<file path="src/rtl/core/lis_pkg.sv">
// ----------------------------------------------------------------------------
// lis_pkg
// Shared widths, controller states and control/status bundles for the
// lap interval statistics block.
// ----------------------------------------------------------------------------
package lis_pkg;

	localparam int LANE_W  = 6;
	localparam int STAMP_W = 48;
	localparam int COUNT_W = 32;
	localparam int MEAN_W  = 64;
	localparam int FRAC_W  = 16;

	localparam int DIV_STEPS = MEAN_W;
	localparam int DIV_CNT_W = $clog2(DIV_STEPS);

	localparam logic [STAMP_W-1:0] NO_BEST   = '1;
	localparam logic [COUNT_W-1:0] COUNT_MAX = '1;

	typedef enum logic [5:0] {
		ST_IDLE  = 6'b000001,
		ST_EVAL  = 6'b000010,
		ST_DIFF  = 6'b000100,
		ST_DIV   = 6'b001000,
		ST_APPLY = 6'b010000,
		ST_FIN   = 6'b100000
	} lis_state_t;

	typedef struct packed {
		logic capture;
		logic eval;
		logic div_start;
		logic apply;
		logic publish;
	} lis_cmd_t;

	typedef struct packed {
		logic record;
		logic div_done;
	} lis_sts_t;

endpackage

</file>
<file path="src/rtl/core/lis_div.sv">
// ----------------------------------------------------------------------------
// lis_div
// Restoring divider, one quotient bit per cycle: 64-bit dividend over a
// nonzero 32-bit divisor, quotient truncated.
// ----------------------------------------------------------------------------
module lis_div
	import lis_pkg::*;
(
	input  logic               clk,
	input  logic               arst_n,
	input  logic               start,
	input  logic [MEAN_W-1:0]  dividend,
	input  logic [COUNT_W-1:0] divisor,
	output logic               done,
	output logic [MEAN_W-1:0]  quotient
);

	logic                 busy_q;
	logic                 done_q;
	logic [DIV_CNT_W-1:0] cnt_q;
	logic [MEAN_W-1:0]    work_q;
	logic [COUNT_W-1:0]   rem_q;
	logic [COUNT_W-1:0]   divisor_q;

	logic [COUNT_W:0] trial;
	logic [COUNT_W:0] trial_sub;
	logic             fits;

	assign trial     = {rem_q, work_q[MEAN_W-1]};
	assign trial_sub = trial - {1'b0, divisor_q};
	assign fits      = trial >= {1'b0, divisor_q};

	always_ff @(posedge clk or negedge arst_n) begin
		if (!arst_n) begin
			busy_q <= 1'b0;
			done_q <= 1'b0;
			cnt_q  <= '0;
		end else begin
			done_q <= 1'b0;
			if (start) begin
				busy_q <= 1'b1;
				cnt_q  <= '0;
			end else if (busy_q) begin
				cnt_q <= cnt_q + 1'b1;
				if (cnt_q == DIV_CNT_W'(DIV_STEPS - 1)) begin
					busy_q <= 1'b0;
					done_q <= 1'b1;
				end
			end
		end
	end

	// Shift the dividend out at the top while quotient bits enter at the bottom.
	always_ff @(posedge clk) begin
		if (start) begin
			work_q    <= dividend;
			rem_q     <= '0;
			divisor_q <= divisor;
		end else if (busy_q) begin
			work_q <= {work_q[MEAN_W-2:0], fits};
			rem_q  <= fits ? trial_sub[COUNT_W-1:0] : trial[COUNT_W-1:0];
		end
	end

	assign done     = done_q;
	assign quotient = work_q;

endmodule

</file>
<file path="src/rtl/core/lis_ctrl.sv">
// ----------------------------------------------------------------------------
// lis_ctrl
// Sequencer for one passing event: evaluate, mean update through the
// divider when a lap is recorded, then hand the word to the output register.
// ----------------------------------------------------------------------------
module lis_ctrl
	import lis_pkg::*;
(
	input  logic     clk,
	input  logic     arst_n,
	input  logic     in_valid,
	output logic     in_ready,
	output logic     out_valid,
	input  logic     out_ready,
	input  lis_sts_t sts,
	output lis_cmd_t cmd
);

	lis_state_t state_q;
	lis_state_t state_nxt;
	logic       out_valid_q;
	logic       out_free;

	assign out_free = !out_valid_q || out_ready;

	always_comb begin
		state_nxt = state_q;
		cmd       = '0;
		unique case (state_q)
			ST_IDLE: begin
				if (in_valid) begin
					cmd.capture = 1'b1;
					state_nxt   = ST_EVAL;
				end
			end
			ST_EVAL: begin
				cmd.eval  = 1'b1;
				state_nxt = sts.record ? ST_DIFF : ST_FIN;
			end
			ST_DIFF: begin
				cmd.div_start = 1'b1;
				state_nxt     = ST_DIV;
			end
			ST_DIV: begin
				if (sts.div_done) begin
					state_nxt = ST_APPLY;
				end
			end
			ST_APPLY: begin
				cmd.apply = 1'b1;
				state_nxt = ST_FIN;
			end
			ST_FIN: begin
				// hold until the output register is free
				if (out_free) begin
					cmd.publish = 1'b1;
					state_nxt   = ST_IDLE;
				end
			end
			default: begin
				state_nxt = ST_IDLE;
			end
		endcase
	end

	always_ff @(posedge clk or negedge arst_n) begin
		if (!arst_n) begin
			state_q     <= ST_IDLE;
			out_valid_q <= 1'b0;
		end else begin
			state_q <= state_nxt;
			if (cmd.publish) begin
				out_valid_q <= 1'b1;
			end else if (out_ready) begin
				out_valid_q <= 1'b0;
			end
		end
	end

	assign in_ready  = (state_q == ST_IDLE);
	assign out_valid = out_valid_q;

endmodule

</file>
<file path="src/rtl/core/lis_dp.sv">
// ----------------------------------------------------------------------------
// lis_dp
// Lap datapath: lane filter, stored stamp, lap count, best lap, running
// mean with its serial divider, and the output word register.
// ----------------------------------------------------------------------------
module lis_dp
	import lis_pkg::*;
(
	input  logic               clk,
	input  logic               arst_n,
	input  logic               cfg_we,
	input  logic [LANE_W-1:0]  cfg_wdata,
	input  logic [LANE_W-1:0]  lane,
	input  logic [STAMP_W-1:0] timestamp_us,
	input  lis_cmd_t           cmd,
	output lis_sts_t           sts,
	output logic               updated,
	output logic               new_best,
	output logic [STAMP_W-1:0] lap_time_us,
	output logic [COUNT_W-1:0] laps_done,
	output logic [MEAN_W-1:0]  mean_lap,
	output logic [STAMP_W-1:0] best_lap_us
);

	logic [LANE_W-1:0]  lane_id_q;
	logic [LANE_W-1:0]  lane_q;
	logic [STAMP_W-1:0] stamp_q;

	logic [STAMP_W-1:0] prev_q;
	logic               have_prev_q;
	logic [STAMP_W-1:0] last_lap_q;
	logic [COUNT_W-1:0] total_q;
	logic [MEAN_W-1:0]  mean_q;
	logic [STAMP_W-1:0] best_q;
	logic               upd_q;
	logic               nbest_q;
	logic               neg_q;

	logic [STAMP_W-1:0] out_lap_q;
	logic [COUNT_W-1:0] out_total_q;
	logic [MEAN_W-1:0]  out_mean_q;
	logic [STAMP_W-1:0] out_best_q;
	logic               out_upd_q;
	logic               out_nbest_q;

	logic               match;
	logic               record;
	logic [STAMP_W-1:0] lap;
	logic               beats;
	logic [MEAN_W-1:0]  target;
	logic [MEAN_W:0]    up_diff;
	logic [MEAN_W-1:0]  down_diff;
	logic [MEAN_W-1:0]  magnitude;
	logic               div_done;
	logic [MEAN_W-1:0]  quotient;

	assign match  = (lane_q == lane_id_q);
	assign record = match && have_prev_q && (stamp_q > prev_q);
	assign lap    = stamp_q - prev_q;
	assign beats  = (total_q == '0) || (lap < best_q);

	// Form |target - mean| with the sign taken from the borrow.
	assign target    = {last_lap_q, {FRAC_W{1'b0}}};
	assign up_diff   = {1'b0, target} - {1'b0, mean_q};
	assign down_diff = mean_q - target;
	assign magnitude = up_diff[MEAN_W] ? down_diff : up_diff[MEAN_W-1:0];

	assign sts.record   = record;
	assign sts.div_done = div_done;

	lis_div u_div (
		.clk      (clk),
		.arst_n   (arst_n),
		.start    (cmd.div_start),
		.dividend (magnitude),
		.divisor  (total_q),
		.done     (div_done),
		.quotient (quotient)
	);

	always_ff @(posedge clk or negedge arst_n) begin
		if (!arst_n) begin
			lane_id_q   <= '0;
			prev_q      <= '0;
			have_prev_q <= 1'b0;
			last_lap_q  <= '0;
			total_q     <= '0;
			mean_q      <= '0;
			best_q      <= NO_BEST;
		end else begin
			if (cfg_we) begin
				lane_id_q <= cfg_wdata;
			end
			if (cmd.eval && match) begin
				prev_q      <= stamp_q;
				have_prev_q <= 1'b1;
			end
			if (cmd.eval && record) begin
				last_lap_q <= lap;
				if (total_q != COUNT_MAX) begin
					total_q <= total_q + 1'b1;
				end
				if (beats) begin
					best_q <= lap;
				end
			end
			if (cmd.apply) begin
				mean_q <= neg_q ? mean_q - quotient : mean_q + quotient;
			end
		end
	end

	always_ff @(posedge clk) begin
		if (cmd.capture) begin
			lane_q  <= lane;
			stamp_q <= timestamp_us;
		end
		if (cmd.eval) begin
			upd_q   <= record;
			nbest_q <= record && beats;
		end
		if (cmd.div_start) begin
			neg_q <= up_diff[MEAN_W];
		end
		if (cmd.publish) begin
			out_upd_q   <= upd_q;
			out_nbest_q <= nbest_q;
			out_lap_q   <= last_lap_q;
			out_total_q <= total_q;
			out_mean_q  <= mean_q;
			out_best_q  <= best_q;
		end
	end

	assign updated     = out_upd_q;
	assign new_best    = out_nbest_q;
	assign lap_time_us = out_lap_q;
	assign laps_done   = out_total_q;
	assign mean_lap    = out_mean_q;
	assign best_lap_us = out_best_q;

endmodule

</file>
<file path="src/rtl/core/lap_interval_statistics.sv">
// ----------------------------------------------------------------------------
// lap_interval_statistics
// Lap time, lap count, best lap and running mean for the configured lane.
// ----------------------------------------------------------------------------
// Sequence: a recorded lap passes through evaluate, divider start, the bit-serial
//   mean divider, mean update and publish; otherwise evaluate, then publish.
// Flow: one word at a time; the next input is taken once the result has
//   moved to the output register.
// Reset: arst_n clears lane_id, count, mean and stored stamp, sets best lap
//   to all ones; no output word is pending after reset.
module lap_interval_statistics
	import lis_pkg::*;
(
	input  logic               clk,
	input  logic               arst_n,
	input  logic               cfg_we,
	input  logic [LANE_W-1:0]  cfg_wdata,
	input  logic               in_valid,
	output logic               in_ready,
	input  logic [LANE_W-1:0]  lane,
	input  logic [STAMP_W-1:0] timestamp_us,
	output logic               out_valid,
	input  logic               out_ready,
	output logic               updated,
	output logic               new_best,
	output logic [STAMP_W-1:0] lap_time_us,
	output logic [COUNT_W-1:0] laps_done,
	output logic [MEAN_W-1:0]  mean_lap,
	output logic [STAMP_W-1:0] best_lap_us
);

	lis_cmd_t cmd;
	lis_sts_t sts;

	lis_ctrl u_ctrl (
		.clk       (clk),
		.arst_n    (arst_n),
		.in_valid  (in_valid),
		.in_ready  (in_ready),
		.out_valid (out_valid),
		.out_ready (out_ready),
		.sts       (sts),
		.cmd       (cmd)
	);

	lis_dp u_dp (
		.clk          (clk),
		.arst_n       (arst_n),
		.cfg_we       (cfg_we),
		.cfg_wdata    (cfg_wdata),
		.lane         (lane),
		.timestamp_us (timestamp_us),
		.cmd          (cmd),
		.sts          (sts),
		.updated      (updated),
		.new_best     (new_best),
		.lap_time_us  (lap_time_us),
		.laps_done    (laps_done),
		.mean_lap     (mean_lap),
		.best_lap_us  (best_lap_us)
	);

endmodule

</file>
<file path="config.mk">
export PLATFORM = sky130hd
export DESIGN_NAME = lap_interval_statistics
export DESIGN_NICKNAME = d
export VERILOG_FILES = /design/src/rtl/core/lis_pkg.sv /design/src/rtl/core/lis_div.sv /design/src/rtl/core/lis_ctrl.sv /design/src/rtl/core/lis_dp.sv /design/src/rtl/core/lap_interval_statistics.sv
export SDC_FILE = /design/constraint.sdc
export NUM_CORES = 1
export LEC_CHECK = 0
export ABC_AREA = 1
export BUFFER_PORTS_ARGS = -buffer_cell sky130_fd_sc_hd__buf_2
export CAP_MARGIN = 10
export CORE_MARGIN = 2
export CORE_UTILIZATION = 33
export CTS_CLUSTER_DIAMETER = 150
export DETAILED_ROUTE_END_ITERATION = 10
export GPL_TIMING_DRIVEN = 0
export PLACE_DENSITY = 0.53
export SKIP_CTS_REPAIR_TIMING = 1
export SYNTH_ARGS = -nofsm -noshare
export SYNTH_HDL_FRONTEND = slang
export SYNTH_HIERARCHICAL = 1
export SYNTH_SLANG_ARGS = --single-unit
</file>
<file path="constraint.sdc">
create_clock -name clk -period 13.4 [get_ports clk]
set_input_delay 2.01 -clock clk [delete_from_list [all_inputs] [get_ports clk]]
set_output_delay 2.01 -clock clk [all_outputs]
set_load 0.05 [all_outputs]
</file>
# After elaboration in Yosys (flattened, before gate mapping)
# Index checks and enable logic that the tools add are counted.
# word_totals
output_inout_bits	196
mem_count	0
romBits	0
latch_bits	0
input_bits	65
register_bits	641
elab_cells	90
mem_bits_rw	0
# classes
add_sub_neg	8
n_reduce_logical	14
n_mul	0
n_div	0
muxes	27
n_shift	0
n_lt_le_gt_ge	3
n_bitwise	0
n_eq_ne	12
# ops
cell	count
2-to-1 mux 64 bit	4
subtractor 64 bit	2
subtractor 64 x 64 -> 65 bit	1
adder 64 bit	1
> comparator 48 bit	1
less-than comparator 48 bit	1
subtractor 48 bit	1
2-to-1 mux 6 bit	6
one-hot mux 6 bit (6 select lines)	1
>= comparator 33 x 32 -> 1 bit	1
adder 32 x 1 -> 32 bit (second input constant)	1
zero test 32 bit	1
2-to-1 mux 32 bit	1
inequality test 32 bit (second input constant)	1
subtractor 32 bit	1
2-to-1 mux 1 bit	15
equality test 6 bit (second input constant)	2
adder 6 x 1 -> 6 bit (second input constant)	1
equality test 6 x 1 -> 1 bit (second input constant)	1
equality test 6 x 2 -> 1 bit (second input constant)	1
equality test 6 x 3 -> 1 bit (second input constant)	1
equality test 6 x 4 -> 1 bit (second input constant)	1
equality test 6 x 5 -> 1 bit (second input constant)	1
equality test 6 bit	1
other kinds (8)	16

# Logic depth before layout (Yosys ltp)
# depth
depth_word	5
mapped_depth	32
mapped_depth_nobuf	29

# Modules after synthesis
# Netlist, hierarchy kept.
# modules_own_cells
mod	instances	seq_area_each_um2	area_per_inst_um2	cells_per_inst
lis_dp	1	13778.2	39633.0	5990
lis_div	1	3723.6	8261.7	1122
lis_ctrl	1	176.4	416.6	54

# Worst setup path after synthesis
# OpenSTA, ideal clock, no wires.
# synth_path
kind	in2reg
startpoint	in out_ready
endpoint	reg u_dp.out_best_q[0], in the netlist u_dp/best_lap_us[0], enable pin
t_required_ns	12.649
setup_ns	0.751
slack_ns	2.575
path_stages	2
path_buffers	0
arrival_time_ns	10.074
cell_sequence	nor2_1 > nor2_1
# synth_rtl
item	line	source
from (decl)	lap_interval_statistics.sv:23	input logic out_ready,
to (signal assigned)	lis_dp.sv:131	out_best_q <= best_q;
to (decl)	lis_dp.sv:42	logic [STAMP_W-1:0] out_best_q;

# Worst setup path in the final report
# layout_path
startpoint	reg u_dp.stamp_q[0]
endpoint	reg u_dp.best_q[39]
# layout_between
elab_chain_cells	4
elab_cells_between_ends	7
cone_classes	1 x add/sub; 2 x order compare; 4 x reduce/logical
# layout_rtl
item	line	source
from (decl)	lis_dp.sv:27	logic [STAMP_W-1:0] stamp_q;
from (signal assigned)	lis_dp.sv:116	stamp_q <= timestamp_us;
subtractor 48 bit	lis_dp.sv:59	assign lap = stamp_q - prev_q;
net u_dp.lap[44]	lis_dp.sv:48	logic [STAMP_W-1:0] lap;
less-than comparator 48 bit	lis_dp.sv:60	assign beats = (total_q == '0) || (lap < best_q);
logical OR 1 bit	lis_dp.sv:60	
AND reduction 2 bit (no line)	--	
to (signal assigned)	lis_dp.sv:104	best_q <= lap;
to (decl)	lis_dp.sv:34	logic [STAMP_W-1:0] best_q;
# The timed path passes the listed nets, and every way through them passes these cells.
# A chain may end at the register's enable or synchronous reset.

==> run metrics <==
total power=6.564 mW; Post-route DRC=0; Horiz. Die Dim=386.6 um; cts bufs inserted=between 70 and 80; Slew Viols, Final=0; Mapped Nets=7,524; GRT Util Overall=0.2537; average via count per standard cell=4.866; largest net degree at the start of global routing=around 90; Final HPWL DP=between 150,000 and 200,000 um; Setup Skew=0.05373 ns; share of cells above drive strength 1=0.07922; vias in the first global route=43,520; post-synthesis mux area share=0.0009324; Critical Path RT=approximately 14 ns; GP Congestion=between 1 and 1.5; port bufs=259; dpl cells=between 9,000 and 10,000; Avg WL per Cell=~20 um; dpl ws=between 8 and 9 ns; fin worst setup slack=approximately 8.1 ns; EDFF count, synth=about 350; Slew headroom=0.2847; Starting Density=0.3319; Fillers=about 16,000; Crit Path Class=reg -> reg; Reg clk slew, reported paths=about 0.060 ns; area leader, netlist=edfxtp_1; startpoint types=register; Netlist Area Pre-Place=0.04831 mm2; area share of and/or/nand/nor cells after synthesis=0.3351; ANT nets after route=0; first-pass GRT wire length=roughly 280,000 um; grt ovf=0; Post-Layout Cell Count=about 9,500; largest cells by area after synthesis=edfxtp_1 (22%), nand2_1 (21%), dfrtp_1 (11%), inv_1 (9.9%), ha_1 (7.5%); commonest cells in the netlist=nand2_1 (2,748), inv_1 (1,274), nor2_1 (524); Leak=~29 nW; clk_lat worst skew=~0.7 ns; Worst Reg-to-Reg Cells=27; total stage count of the critical path=27; Die H=between 300 and 400 um; Final Hold Fails=0; RR Startpoint=u_dp/stamp_q[0]; main combinational cell family by area after synthesis=simple AND/OR/NAND/NOR gates; RSZ-0062 raised after global routing=no; Critical Path End=u_dp/best_q[39]; fmax=roughly 190 MHz; die area=~0.15 mm2; Std-Cell Rows=140; Worst-Margin Slew=between 1 and 1.5 ns; WHS=around 0.44 ns; Worst EP arrival=between 5 and 6 ns; number of synthesized register bits=roughly 640; sequential-to-total area share from yosys stat=0.3659; fin crit period=approximately 5.3 ns; CTS tree=built; placed cell areas=roughly 0.052 mm2; Synth Area in XOR/XNOR=0.03771; Crit. End Element=register; Worst path slowest cell=fa_1; core area=0.1456 mm2; Max-cap violations=0; area fraction of the dominant cell type after synthesis=0.2157; synth warn=6; Layout area overhead=14.01%; drt first pass iters=6; max incr delay on CP=about 0.52 ns; Worst Hold Class=reg -> reg; compound-cell area share of the yosys netlist=0.06793; Setup TNS Final=0 ns; cell count after synthesis=~7,000; via count=46,250; Worst VDD drop=~0.1 mV; worst-path maximum fanout=10; Routed WL=about 190,000 um; final instance area=0.05508 mm2; r2r setup slk=approximately 8.1 ns; run status=finished clean; Root Buffer=clkbuf_16; Iter 0 DRT Violations=4,291; Post-Synth Adder-Cell Area=0.07650; Worst Path Buf+Inv=4; Top delay family on crit path=simple AND/OR/NAND/NOR gates; H-tree depth=3; CTS sink cnt=roughly 640; Crit path top cell by count=nand2_1; most frequent cell after synthesis=nand2_1; ys flop type=edfxtp_1; final-report setup violation count=0; I/O pin cnt=approximately 260; initial antenna violation count=14; Syn Area/Cell=6.742 um2; post-layout net count=around 7,900; Final period util=0.3931; PwrDens=between 100 and 150 mW/mm2; Final Util=0.3784; CTS max path bufs=3; Worst Setup SP=u_dp/stamp_q[0]; r2r endpoint=u_dp/best_q[39]; async set-reset flop share out of synthesis=0.4087; count of different cell masters after synthesis=52
==> routing by layer <==
layer | wire length (um) | global-route usage | share of wire | vias up
met3 | 11710 | 0.02981 | 0.061 | 213
met1 | 92350 | 0.3692 | 0.48 | 21520
met5 | 8 | 0 | 0.000042 | -
li1 | - | - | - | 23050
met2 | 82170 | 0.3892 | 0.43 | 1469
met4 | 6119 | 0.08157 | 0.032 | 2
==> worst register-to-register path, delay by kind of cell (launching register included) <==
family,cells,cell delay (ns)
flip-flops,1,0.36
buffers and inverters,4,0.91
adder cells (fa/ha/maj),3,1.03
AND/OR/NAND/NOR,20,2.89
==> worst min path at each step <==
| stage | endpoint | slack (ns) | cells past startpoint | start |
|---|---|---|---|---|
| 2_1_floorplan | u_dp/new_best | 0.40 | 0 | u_dp/nbest_q |
| 3_3_place_gp | u_dp/new_best | 0.41 | 0 | u_dp/nbest_q |
| 3_5_place_dp | u_dp/new_best | 0.43 | 0 | u_dp/nbest_q |
| 4_1_cts | u_dp/new_best | 0.44 | 0 | u_dp/nbest_q |
| 5_1_grt | u_dp/new_best | 0.44 | 0 | u_dp/nbest_q |
| 6_report | u_dp/new_best | 0.44 | 0 | u_dp/nbest_q |
==> area by class of cell <==
class                           instances  area [um2]  share of cell area
Clock inverter                         43       578.1             0.01049
Buffer                                140       749.5             0.01361
Sequential cell                       641       17680              0.3210
Tap cell                             1917        2399             0.04355
Clock buffer                          105        2156             0.03914
Inverter                             1293        4853             0.08811
Timing Repair Buffer                  272        1604             0.02912
Multi-Input combinational cell       5092       25060              0.4549
Antenna cell                            3       7.507           0.0001363
==> cells in the final DEF, fill, tap and decap left out, types with 8 or more instances in the layout <==
master | netlist | routed
nand2_1 | 2748 | 2748
inv_1 | 1274 | 1273
nor2_1 | 524 | 522
nand3_1 | 382 | 382
edfxtp_1 | 347 | 347
buf_2 | 35 | 293
ha_1 | 289 | 289
a21oi_1 | 270 | 270
o21ai_0 | 262 | 262
dfrtp_1 | 213 | 213
xor2_1 | 147 | 147
nand4_1 | 116 | 116
clkbuf_1 | 66 | 84
clkbuf_16 | 0 | 80
nor3_1 | 66 | 66
xnor2_1 | 61 | 61
dfstp_2 | 49 | 49
o21ai_1 | 39 | 39
dfxtp_1 | 32 | 32
o21bai_1 | 27 | 27
nand3b_1 | 24 | 24
inv_2 | 16 | 17
nor4_1 | 18 | 17
buf_6 | 17 | 17
nor2_2 | 16 | 16
clkinv_1 | 3 | 15
nand3_2 | 13 | 13
clkbuf_2 | 12 | 12
or2_2 | 11 | 11
nand2_2 | 10 | 10
bufinv_16 | 0 | 9
nor2_4 | 7 | 9
and2_1 | 9 | 9
clkinv_2 | 0 | 8
o21a_1 | 8 | 8
buf_12 | 0 | 8
==> report_power, final <==
part / internal (mW) / switching [mW]
Sequential: 2.23 / 0.0703
Clock: 1.33 / 0.939
Combinational: 0.569 / 1.43
==> cell families (layout without fill, tap and decap cells) <==
group | count (synthesis) | after routing
AND/OR/NAND/NOR | 3959 | 3959
buffers and inverters | 1433 | 1853
flip-flops | 641 | 641
AO/OA/AOI/OAI | 628 | 628
adder cells (fa/ha/maj) | 293 | 293
XOR/XNOR | 208 | 208
multiplexers | 4 | 4
other | 0 | 3
==> state kept, by name (all words and copies together) (netlist names), 32 cells and up <==
name                  count
u_dp/stamp_q             48
u_dp/u_div/divisor_q     32
u_dp/u_div/rem_q         32
u_dp/total_q             32
u_dp/lap_time_us         48
u_dp/u_div/quotient      64
u_dp/best_q              48
u_dp/mean_lap            64
u_dp/best_lap_us         48
u_dp/prev_q              48
u_dp/last_lap_q          48
u_dp/laps_done           32
u_dp/mean_q              64
Note: power is estimated with default switching activity, not from simulation.
